[src/hdl/dmpc_pkg.sv]
`default_nettype none

package dmpc_pkg;

  // Register indexes on the configuration port.
  localparam logic [1:0] REG_DEBOUNCE_SAMPLES = 2'd0;
  localparam logic [1:0] REG_RELEASE_TICKS    = 2'd1;
  localparam logic [1:0] REG_PRESS_LEVEL      = 2'd2;

  localparam logic [7:0]  DEBOUNCE_SAMPLES_RST = 8'd10;
  localparam logic [15:0] RELEASE_TICKS_RST    = 16'd500;
  localparam logic        PRESS_LEVEL_RST      = 1'b0;

  localparam logic [7:0] COUNT_MAX = 8'hFF;

  typedef struct packed {
    logic [7:0]  debounce_samples;
    logic [15:0] release_ticks;
    logic        press_level;
  } dmpc_cfg_t;

  typedef struct packed {
    logic       hit;
    logic [7:0] total;
  } dmpc_result_t;

endpackage

`default_nettype wire

[src/hdl/dmpc_core.sv]
`default_nettype none

module dmpc_core #(
  parameter int TIMER_BITS = 16
) (
  input  logic                  clk,
  input  logic                  rst,
  input  logic                  step,
  input  logic                  raw,
  input  dmpc_pkg::dmpc_cfg_t   cfg,
  output dmpc_pkg::dmpc_result_t result
);
  import dmpc_pkg::*;

  localparam int LoadW = (TIMER_BITS > 16) ? TIMER_BITS : 16;

  logic                  prev_sample;
  logic [7:0]            stable_run;
  logic                  clean_level;
  logic [7:0]            burst_presses;
  logic [TIMER_BITS-1:0] quiet_timer;
  logic                  timer_running;

  logic [7:0]            stable_run_next;
  logic                  accept;
  logic                  press_hit;
  logic                  released;
  logic [7:0]            presses_inc;
  logic [TIMER_BITS-1:0] timer_dec;
  logic                  expire;
  logic [LoadW-1:0]      ticks_ext;
  logic [LoadW-1:0]      timer_max;
  logic [LoadW-1:0]      load_wide;
  logic [TIMER_BITS-1:0] load;

  // A zero reload acts as one; a reload beyond the timer range saturates.
  assign ticks_ext = LoadW'(cfg.release_ticks);
  assign timer_max = LoadW'({TIMER_BITS{1'b1}});
  assign load_wide = (ticks_ext == '0) ? LoadW'(1) :
                     ((ticks_ext > timer_max) ? timer_max : ticks_ext);
  assign load      = load_wide[TIMER_BITS-1:0];

  always_comb begin
    if (raw == prev_sample) begin
      stable_run_next = (stable_run != COUNT_MAX) ? stable_run + 8'd1 : stable_run;
    end else begin
      stable_run_next = 8'd1;
    end
    accept      = (stable_run_next >= cfg.debounce_samples) && (raw != clean_level);
    press_hit   = accept && (raw == cfg.press_level);
    released    = accept && (raw != cfg.press_level);
    presses_inc = (press_hit && (burst_presses != COUNT_MAX)) ?
                  burst_presses + 8'd1 : burst_presses;
    timer_dec   = (quiet_timer != '0) ? quiet_timer - TIMER_BITS'(1) : quiet_timer;
    expire      = !released && timer_running && (timer_dec == '0);
  end

  // A press on the expiring tick is still part of the reported burst.
  assign result.hit   = expire;
  assign result.total = presses_inc;

  always_ff @(posedge clk) begin
    if (rst) begin
      prev_sample   <= ~PRESS_LEVEL_RST;
      stable_run    <= 8'd0;
      clean_level   <= ~PRESS_LEVEL_RST;
      burst_presses <= 8'd0;
      quiet_timer   <= '0;
      timer_running <= 1'b0;
    end else if (step) begin
      prev_sample   <= raw;
      stable_run    <= stable_run_next;
      clean_level   <= accept ? raw : clean_level;
      burst_presses <= expire ? 8'd0 : presses_inc;
      if (released) begin
        quiet_timer   <= load;
        timer_running <= 1'b1;
      end else if (timer_running) begin
        quiet_timer   <= timer_dec;
        timer_running <= !expire;
      end
    end
  end

`ifndef SYNTHESIS
  a_hit_needs_timer: assert property (@(posedge clk) disable iff (rst)
    result.hit |-> timer_running)
    else $error("result raised while the quiet timer is stopped");

  a_running_nonzero: assert property (@(posedge clk) disable iff (rst)
    timer_running |-> (quiet_timer != '0))
    else $error("quiet timer running at zero");

  a_clear_after_report: assert property (@(posedge clk) disable iff (rst)
    (step && result.hit) |=> (burst_presses == 8'd0) && !timer_running)
    else $error("burst not cleared after report");

  a_level_holds: assert property (@(posedge clk) disable iff (rst)
    !step |=> $stable(clean_level) && $stable(burst_presses))
    else $error("debounced state changed without a sample");
`endif

endmodule

`default_nettype wire

[src/hdl/debounced_multi_press_counter.sv]
`default_nettype none

// Debounced multi-press counter for one button. Each input transfer carries one
// raw pin sample; a new level is taken once debounce_samples equal samples in a
// row have been seen. Each debounced press adds to a count that saturates at 255,
// and each debounced release (re)starts a quiet timer of release_ticks samples.
// When the timer runs out the count is sent as one output transfer and cleared.
// One sample is accepted every clock cycle while in_stall is low; it passes an
// input register and the state update, and its result, if any, is loaded into the
// output register. The output register lets input transfers continue while a
// result waits, and in_stall rises only when that result is still stalled and a
// second one would be needed. Configure the block only while it is idle.
module debounced_multi_press_counter #(
  parameter int TIMER_BITS = 16
) (
  input  logic        clk,
  input  logic        rst,
  input  logic        in_valid,
  output logic        in_stall,
  input  logic        raw_level,
  output logic        out_valid,
  input  logic        out_stall,
  output logic [7:0]  press_total,
  input  logic        cfg_valid,
  output logic        cfg_ready,
  input  logic [1:0]  cfg_index,
  input  logic [15:0] cfg_data
);
  import dmpc_pkg::*;

  dmpc_cfg_t    cfg;
  dmpc_result_t result;

  logic s1_valid;
  logic s1_raw;
  logic step;

  assign cfg_ready = 1'b1;

  always_ff @(posedge clk) begin
    if (rst) begin
      cfg.debounce_samples <= DEBOUNCE_SAMPLES_RST;
      cfg.release_ticks    <= RELEASE_TICKS_RST;
      cfg.press_level      <= PRESS_LEVEL_RST;
    end else if (cfg_valid && cfg_ready) begin
      case (cfg_index)
        REG_DEBOUNCE_SAMPLES: cfg.debounce_samples <= cfg_data[7:0];
        REG_RELEASE_TICKS:    cfg.release_ticks    <= cfg_data;
        REG_PRESS_LEVEL:      cfg.press_level      <= cfg_data[0];
        default: begin
        end
      endcase
    end
  end

  // The held sample is processed unless it makes a result while the output
  // register still holds a stalled one.
  assign step     = s1_valid && (!result.hit || !out_valid || !out_stall);
  assign in_stall = s1_valid && !step;

  always_ff @(posedge clk) begin
    if (rst) begin
      s1_valid <= 1'b0;
    end else if (in_valid && !in_stall) begin
      s1_valid <= 1'b1;
    end else if (step) begin
      s1_valid <= 1'b0;
    end
  end

  always_ff @(posedge clk) begin
    if (in_valid && !in_stall) begin
      s1_raw <= raw_level;
    end
  end

  dmpc_core #(
    .TIMER_BITS(TIMER_BITS)
  ) u_core (
    .clk    (clk),
    .rst    (rst),
    .step   (step),
    .raw    (s1_raw),
    .cfg    (cfg),
    .result (result)
  );

  always_ff @(posedge clk) begin
    if (rst) begin
      out_valid <= 1'b0;
    end else if (step && result.hit) begin
      out_valid <= 1'b1;
    end else if (!out_stall) begin
      out_valid <= 1'b0;
    end
  end

  always_ff @(posedge clk) begin
    if (step && result.hit) begin
      press_total <= result.total;
    end
  end

`ifndef SYNTHESIS
  a_stall_needs_item: assert property (@(posedge clk) disable iff (rst)
    in_stall |-> s1_valid && out_valid && out_stall)
    else $error("input stalled without a blocked result");

  a_step_room: assert property (@(posedge clk) disable iff (rst)
    (step && result.hit) |=> out_valid && (press_total == $past(result.total)))
    else $error("result lost on its way to the output register");
`endif

endmodule

`default_nettype wire

[config.mk]
export PLATFORM = sky130hd
export DESIGN_NAME = debounced_multi_press_counter
export DESIGN_NICKNAME = d
export VERILOG_FILES = /design/src/hdl/dmpc_pkg.sv /design/src/hdl/dmpc_core.sv /design/src/hdl/debounced_multi_press_counter.sv
export SDC_FILE = /design/constraint.sdc
export NUM_CORES = 1
export LEC_CHECK = 0
export BUFFER_PORTS_ARGS = -buffer_cell sky130_fd_sc_hd__buf_2
export CAP_MARGIN = 20
export CORE_MARGIN = 1
export CORE_UTILIZATION = 56
export DETAILED_ROUTE_END_ITERATION = 8
export PLACE_DENSITY = 0.8
export SYNTH_ARGS = -nofsm -noshare
export SYNTH_HDL_FRONTEND = slang
export SYNTH_HIERARCHICAL = 1
export SYNTH_SLANG_ARGS = --single-unit
[constraint.sdc]
create_clock -name clk -period 10.3 [get_ports clk]
set_input_delay 2.06 -clock clk [delete_from_list [all_inputs] [get_ports clk]]
set_output_delay 2.06 -clock clk [all_outputs]
set_load 0.03 [all_outputs]
## Word-level counts from Yosys, hierarchy flattened

Index checks and enable logic that the tools add are counted.

- Flip-flop bits (word level): 71
- Latch bits: 0
- Memory bits (writable): 0
- Memory bits (read-only): 0
- Bits of input ports: 24
- Output and inout bits: 11
- Logic and storage cells: 71
- Memories: 0

- Add/subtract/negate cells: 3
- $mul: 0
- Divide/modulo/power cells: 0
- Order comparisons: 2
- Equality and inequality tests: 9
- Shift-type cells: 0
- Mux-type cells: 15
- Bitwise logic cells: 0
- Reduce and logical (&&, ||, !) cells: 29

Operator list:

| cell | count |
|---|---|
| 2-to-1 mux 16 bit | 5 |
| zero test 16 bit | 2 |
| 2-to-1 mux 8 bit | 4 |
| adder 8 x 1 -> 8 bit (second input constant) | 2 |
| > comparator 16 bit (second input constant) | 1 |
| != test 8 bit (second input constant) | 2 |
| nonzero test 16 bit | 1 |
| subtractor 16 x 1 -> 16 bit (second input constant) | 1 |
| logical AND 1 bit | 10 |
| AND reduction 2 bit | 5 |
| greater-or-equal comparator 8 bit | 1 |
| zero test 1 bit | 6 |
| 2-to-1 mux 1 bit | 6 |
| nonzero test 2 bit | 2 |
| equality test 1 bit | 2 |
| equality test 2 x 1 -> 1 bit (second input constant) | 1 |
| equality test 2 bit (second input constant) | 1 |
| zero test 2 bit | 1 |
| logical OR 1 bit | 2 |
| != test 1 bit | 2 |
| != test 2 x 1 -> 1 bit (second input constant) | 1 |

## Longest topological paths before layout

- Depth after elaboration: 18
- Gate-level depth with buffers: 20
- Mapped depth without buffers: 17

## Hierarchy

Netlist, hierarchy kept.

Modules (own cells, without submodules):

| module | times used | cells an instance | area each (um2) | seq. area each (um2) |
|---|---|---|---|---|
| dmpc_core | 1 | 356 | 2869.0 | 700.7 |
| debounced_multi_press_counter | 1 | 133 | 1466.4 | 810.8 |

## Worst setup path before layout

No wires, ideal clock.

- Path kind: register -> output
- From: register u_core.stable_run[0]
- To: output port in_stall
- Arrival: 3.260 ns
- Data required time: 8.240 ns
- Slack: 4.980 ns
- Stages on the path, launching flop included: 16
- Buffers on the path: 2
- Path through: dfxtp_1 ha_1 and2_1 nand4_1 xor2_1 nor2_1 ha_1 nand2b_1 a2111oi_0 o31ai_1 and2_1 clkbuf_1 nor4b_1 buf_4 nand4_1 inv_1

- Longest elaborated chain between the ends: 15
- Elaborated cells between the ends (all ways): 16
- Those cells by class: add/sub: 1; order compare: 1; eq/ne: 1; mux: 2; reduce/logical: 11

Ends and longest elaborated chain:

| what | RTL line | RTL |
|---|---|---|
| start, declared | dmpc_core.sv:18 | `logic [7:0] stable_run;` |
| start signal, assigned | dmpc_core.sv:72 | `stable_run <= stable_run_next;` |
| adder 8 x 1 -> 8 bit or != test 8 bit (tied branches) | dmpc_core.sv:45 | `stable_run_next = (stable_run != COUNT_MAX) ? stable_run + 8'd1 : stable_run;` |
| 2-to-1 mux 8 bit * | dmpc_core.sv:45 |  |
| 2-to-1 mux 8 bit * | dmpc_core.sv:44 | `if (raw == prev_sample) begin` |
| greater-or-equal comparator 8 bit * | dmpc_core.sv:49 | `accept = (stable_run_next >= cfg.debounce_samples) && (raw != clean_level);` |
| logical AND 1 bit * | dmpc_core.sv:49 |  |
| logical AND 1 bit * | dmpc_core.sv:51 | `released = accept && (raw != cfg.press_level);` |
| zero test 1 bit * | dmpc_core.sv:55 | `expire = !released && timer_running && (timer_dec == '0);` |
| logical AND 1 bit * (2 in a row) | dmpc_core.sv:55 |  |
| net u_core.expire | dmpc_core.sv:30 | `logic expire;` |
| zero test 1 bit * | debounced_multi_press_counter.sv:58 | `assign step = s1_valid && (!result.hit \|\| !out_valid \|\| !out_stall);` |
| logical OR 1 bit * (2 in a row) | debounced_multi_press_counter.sv:58 |  |
| logical AND 1 bit * | debounced_multi_press_counter.sv:58 |  |
| zero test 1 bit * | debounced_multi_press_counter.sv:59 | `assign in_stall = s1_valid && !step;` |
| logical AND 1 bit * | debounced_multi_press_counter.sv:59 |  |
| end, declared | debounced_multi_press_counter.sv:19 | `output logic in_stall,` |

Mark *: on every way through the listed nets, which the timed path passes. The rest lies on a longest branch.

==> summary.txt <==
Yosys
  • Post-synth EDFFs: 9
  • Synth top area share: 0.286
  • #FFs+latches synth: 71
  • Cell Area, Synth: 4340 sq um
  • Top post-synthesis cells by area: dfxtp_1 29%, mux2i_1 8.1%, edfxtp_1 6.2%
  • Primary FF master, synth: dfxtp_1
  • Synthesized netlist cell count: 489
  • Post-Syn Area per Cell: 8.87 sq um
  • Async SR Flop Fraction: 0
  • Seq/Total Area, Yosys: 0.349
  • Net Count, Synth: 525
  • Synth warn: 6
  • Area leader, netlist: dfxtp_1
  • Count of different cell masters after synthesis: 74

Clock network
  • Clock slew at reported path FFs: 80 ps
  • Clock tree buffer depth: 2
  • Clock Sinks: 71
  • Total setup buffers inserted after CTS: 0
  • Clk root buf: clkbuf_8
  • Skew-Pair Late Insertion Delay: 350 ps
  • CTS Buf Count: 9
  • Post-CTS Resized: 0
  • TritonCTS clock tree: yes
  • H-tree depth: 3
  • Hold Buf Count CTS: 0

Critical path
  • Startpoint types: flip-flop
  • CP endpoint kind: output pin
  • CP Class: flip-flop to output pin
  • Worst Reg-to-Reg Cells: 14
  • Critical path peak fanout: 22
  • Crit path DAT: 4510 ps
  • CP Data Required Time: 8240 ps

Cells and area
  • Most frequent cells in the layout: 62 x dfxtp_1, 56 x nor2_1, 35 x nand2b_1, 35 x mux2i_1, 33 x buf_2
  • Register area: 1510 sq um
  • Final core occ: 0.628
  • Final nets: 540
  • Non-filler cells, final: 608
  • Area grow syn2layout: 6.67%
  • Area of the multi-input gates: 2510 sq um
  • Commonest non-fill, non-tap cell in the layout: dfxtp_1
  • Antenna diodes: 0
  • Share of layout cells above drive strength 1: 0.145
  • Fillers: 647

Floorplan
  • Die Y-Extent: 90.0 microns
  • Core Box Area: 7370 sq um
  • Initial Utilization: 0.588
  • # IOs: 35
  • Num rows: 31
  • Die width: 90.0 microns
  • Die ar.: 8100 sq um

Timing
  • RSZ-0062 raised after global routing: no
  • Fmax: 0.152 GHz
  • Final setup fails: 0
  • Rel. slew slack: 0.378
  • Post-layout min period: 6570 ps
  • Clock Skews: 12.3 ps
  • Final period utilization: 0.638
  • Worst Max-Slew Pin Slew: 934 ps
  • Endpoints failing hold: 0
  • Final slew viol count: 0
  • Setup TNS: 0 ps

Run status
  • Outcome: completed

Detailed routing
  • DRT Wirelength: 10100 microns
  • Drt drc: 0
  • Antenna Nets Post-Route: 0
  • WL/cell: 16.6 microns
  • Vias: 3741
  • Vias per inst: 6.15
  • Iteration-0 DRC Markers: 340
  • Drt pass-1 iters: 5

Global route
  • Largest net degree at the start of global routing: 82
  • Vias in the first global route: 3506
  • Tot GR Track Use: 0.260
  • Total congestion overflow: 0
  • Initial antenna violation count: 0
  • Wire length of the first global-routing pass: 17000 microns

Min path
  • Worst min-delay path class: flip-flop to flip-flop
  • Hold path depth: 2

Run
  • Max-cap violations: 0

Power and ir drop
  • P per Cell Area: 125 nW/um^2
  • Lkg Pwr: 1.81 nW
  • Maximum vdd ir drop: 0.115 mV

Placement
  • Hpwl dp: 7050 microns
  • # placed instances: 592
  • Final Wtd Congestion: 0.943
  • I/O Buffers: 33
==> final timing paths <==
check / from / slack, ps / end
worst max-delay path: u_core/stable_run[0] / 3730 / in_stall
worst max register to register: u_core/stable_run[0] / 5410 / press_total[3]
worst min-delay path: cfg[19] / 480 / cfg[19]
worst min register to register: cfg[19] / 480 / cfg[19]
==> where the power goes <==
part           switching [mW]  total [mW]  internal, mW  leakage (nW)
logic                  0.0213      0.0367        0.0154          1.13
clock network           0.107       0.251         0.143         0.106
registers             0.00452       0.288         0.284         0.573
total                   0.133       0.576         0.443          1.81
==> synth_stat cells (3+ instances only) <==
cell type	n
a31oi_1	8
a21o_1	3
xor2_1	9
a21oi_1	21
nand2_1	27
buf_2	6
o41ai_1	3
buf_6	4
dfxtp_1	62
a211oi_1	9
mux2i_1	35
nand3_1	17
xnor2_1	5
nor3_1	12
ha_1	12
a221oi_1	3
nor4_1	12
nand4_1	9
o31ai_1	3
edfxtp_1	9
and2_1	4
or3_1	4
nand2b_1	35
clkbuf_1	11
nor2_1	56
clkbuf_8	7
a22o_1	4
buf_4	3
inv_1	16
o21ai_0	14
and3_1	10
==> state kept, by name, summed over array words and instances, names as in the netlist, 8 cells and up <==
signal / cells
u_core/burst_presses: 8
cfg: 25
u_core/stable_run: 8
u_core/quiet_timer: 16
press_total: 8
==> cells by family after synthesis <==
family / Yosys count / share of synthesized area
and+or+nand+nor: 212 / 0.273
AOI/OAI and AO/OA: 93 / 0.155
DFF: 71 / 0.349
buffers and inverters: 49 / 0.0736
muxes: 37 / 0.0860
xor gates and xnor gates: 14 / 0.0283
adders and majority gates: 12 / 0.0346
other: 1 / 0.000865
==> metal layers <==
metal / global-route usage / part of all wire
met1: 0.350 / 0.44
met2: 0.397 / 0.44
met3: 0.0651 / 0.092
met4: 0.112 / 0.026
met5: 0 / 0
==> area by class of cell <==
type,count,share of cell area
well taps,99,0.0268
repair buffers,37,0.0422
multi-input cells,369,0.543
inverters,16,0.0130
clock inverters,5,0.0176
flip-flops and latches,71,0.327
clock buffers,11,0.0306
==> stage by stage <==
step	worst slack [ps]	hold WS, ps	power, mW	cell area (sq um)
CTS	3740	486	0.578	4620
detailed placement	4120	472	0.331	4400
floorplan	4980	449	0.320	4340
global route	3290	513	0.598	4620
finish	3730	483	0.576	4620
global placement	4390	465	0.329	4400
==> worst max-delay path: stages, from the launching register on <==
cell and delay [ps]:
dfxtp_1 390, ha_1 190, and2_1 230, nand4_1 290, xor2_1 230, nor2_1 140, ha_1 240, nand2b_1 140
a2111oi_0 410, o31ai_1 120, buf_4 200, and2_1 370, nor4b_1 710, nand4_1 220, inv_1 80, buf_2 190
Power figures use the tool's default switching activity.
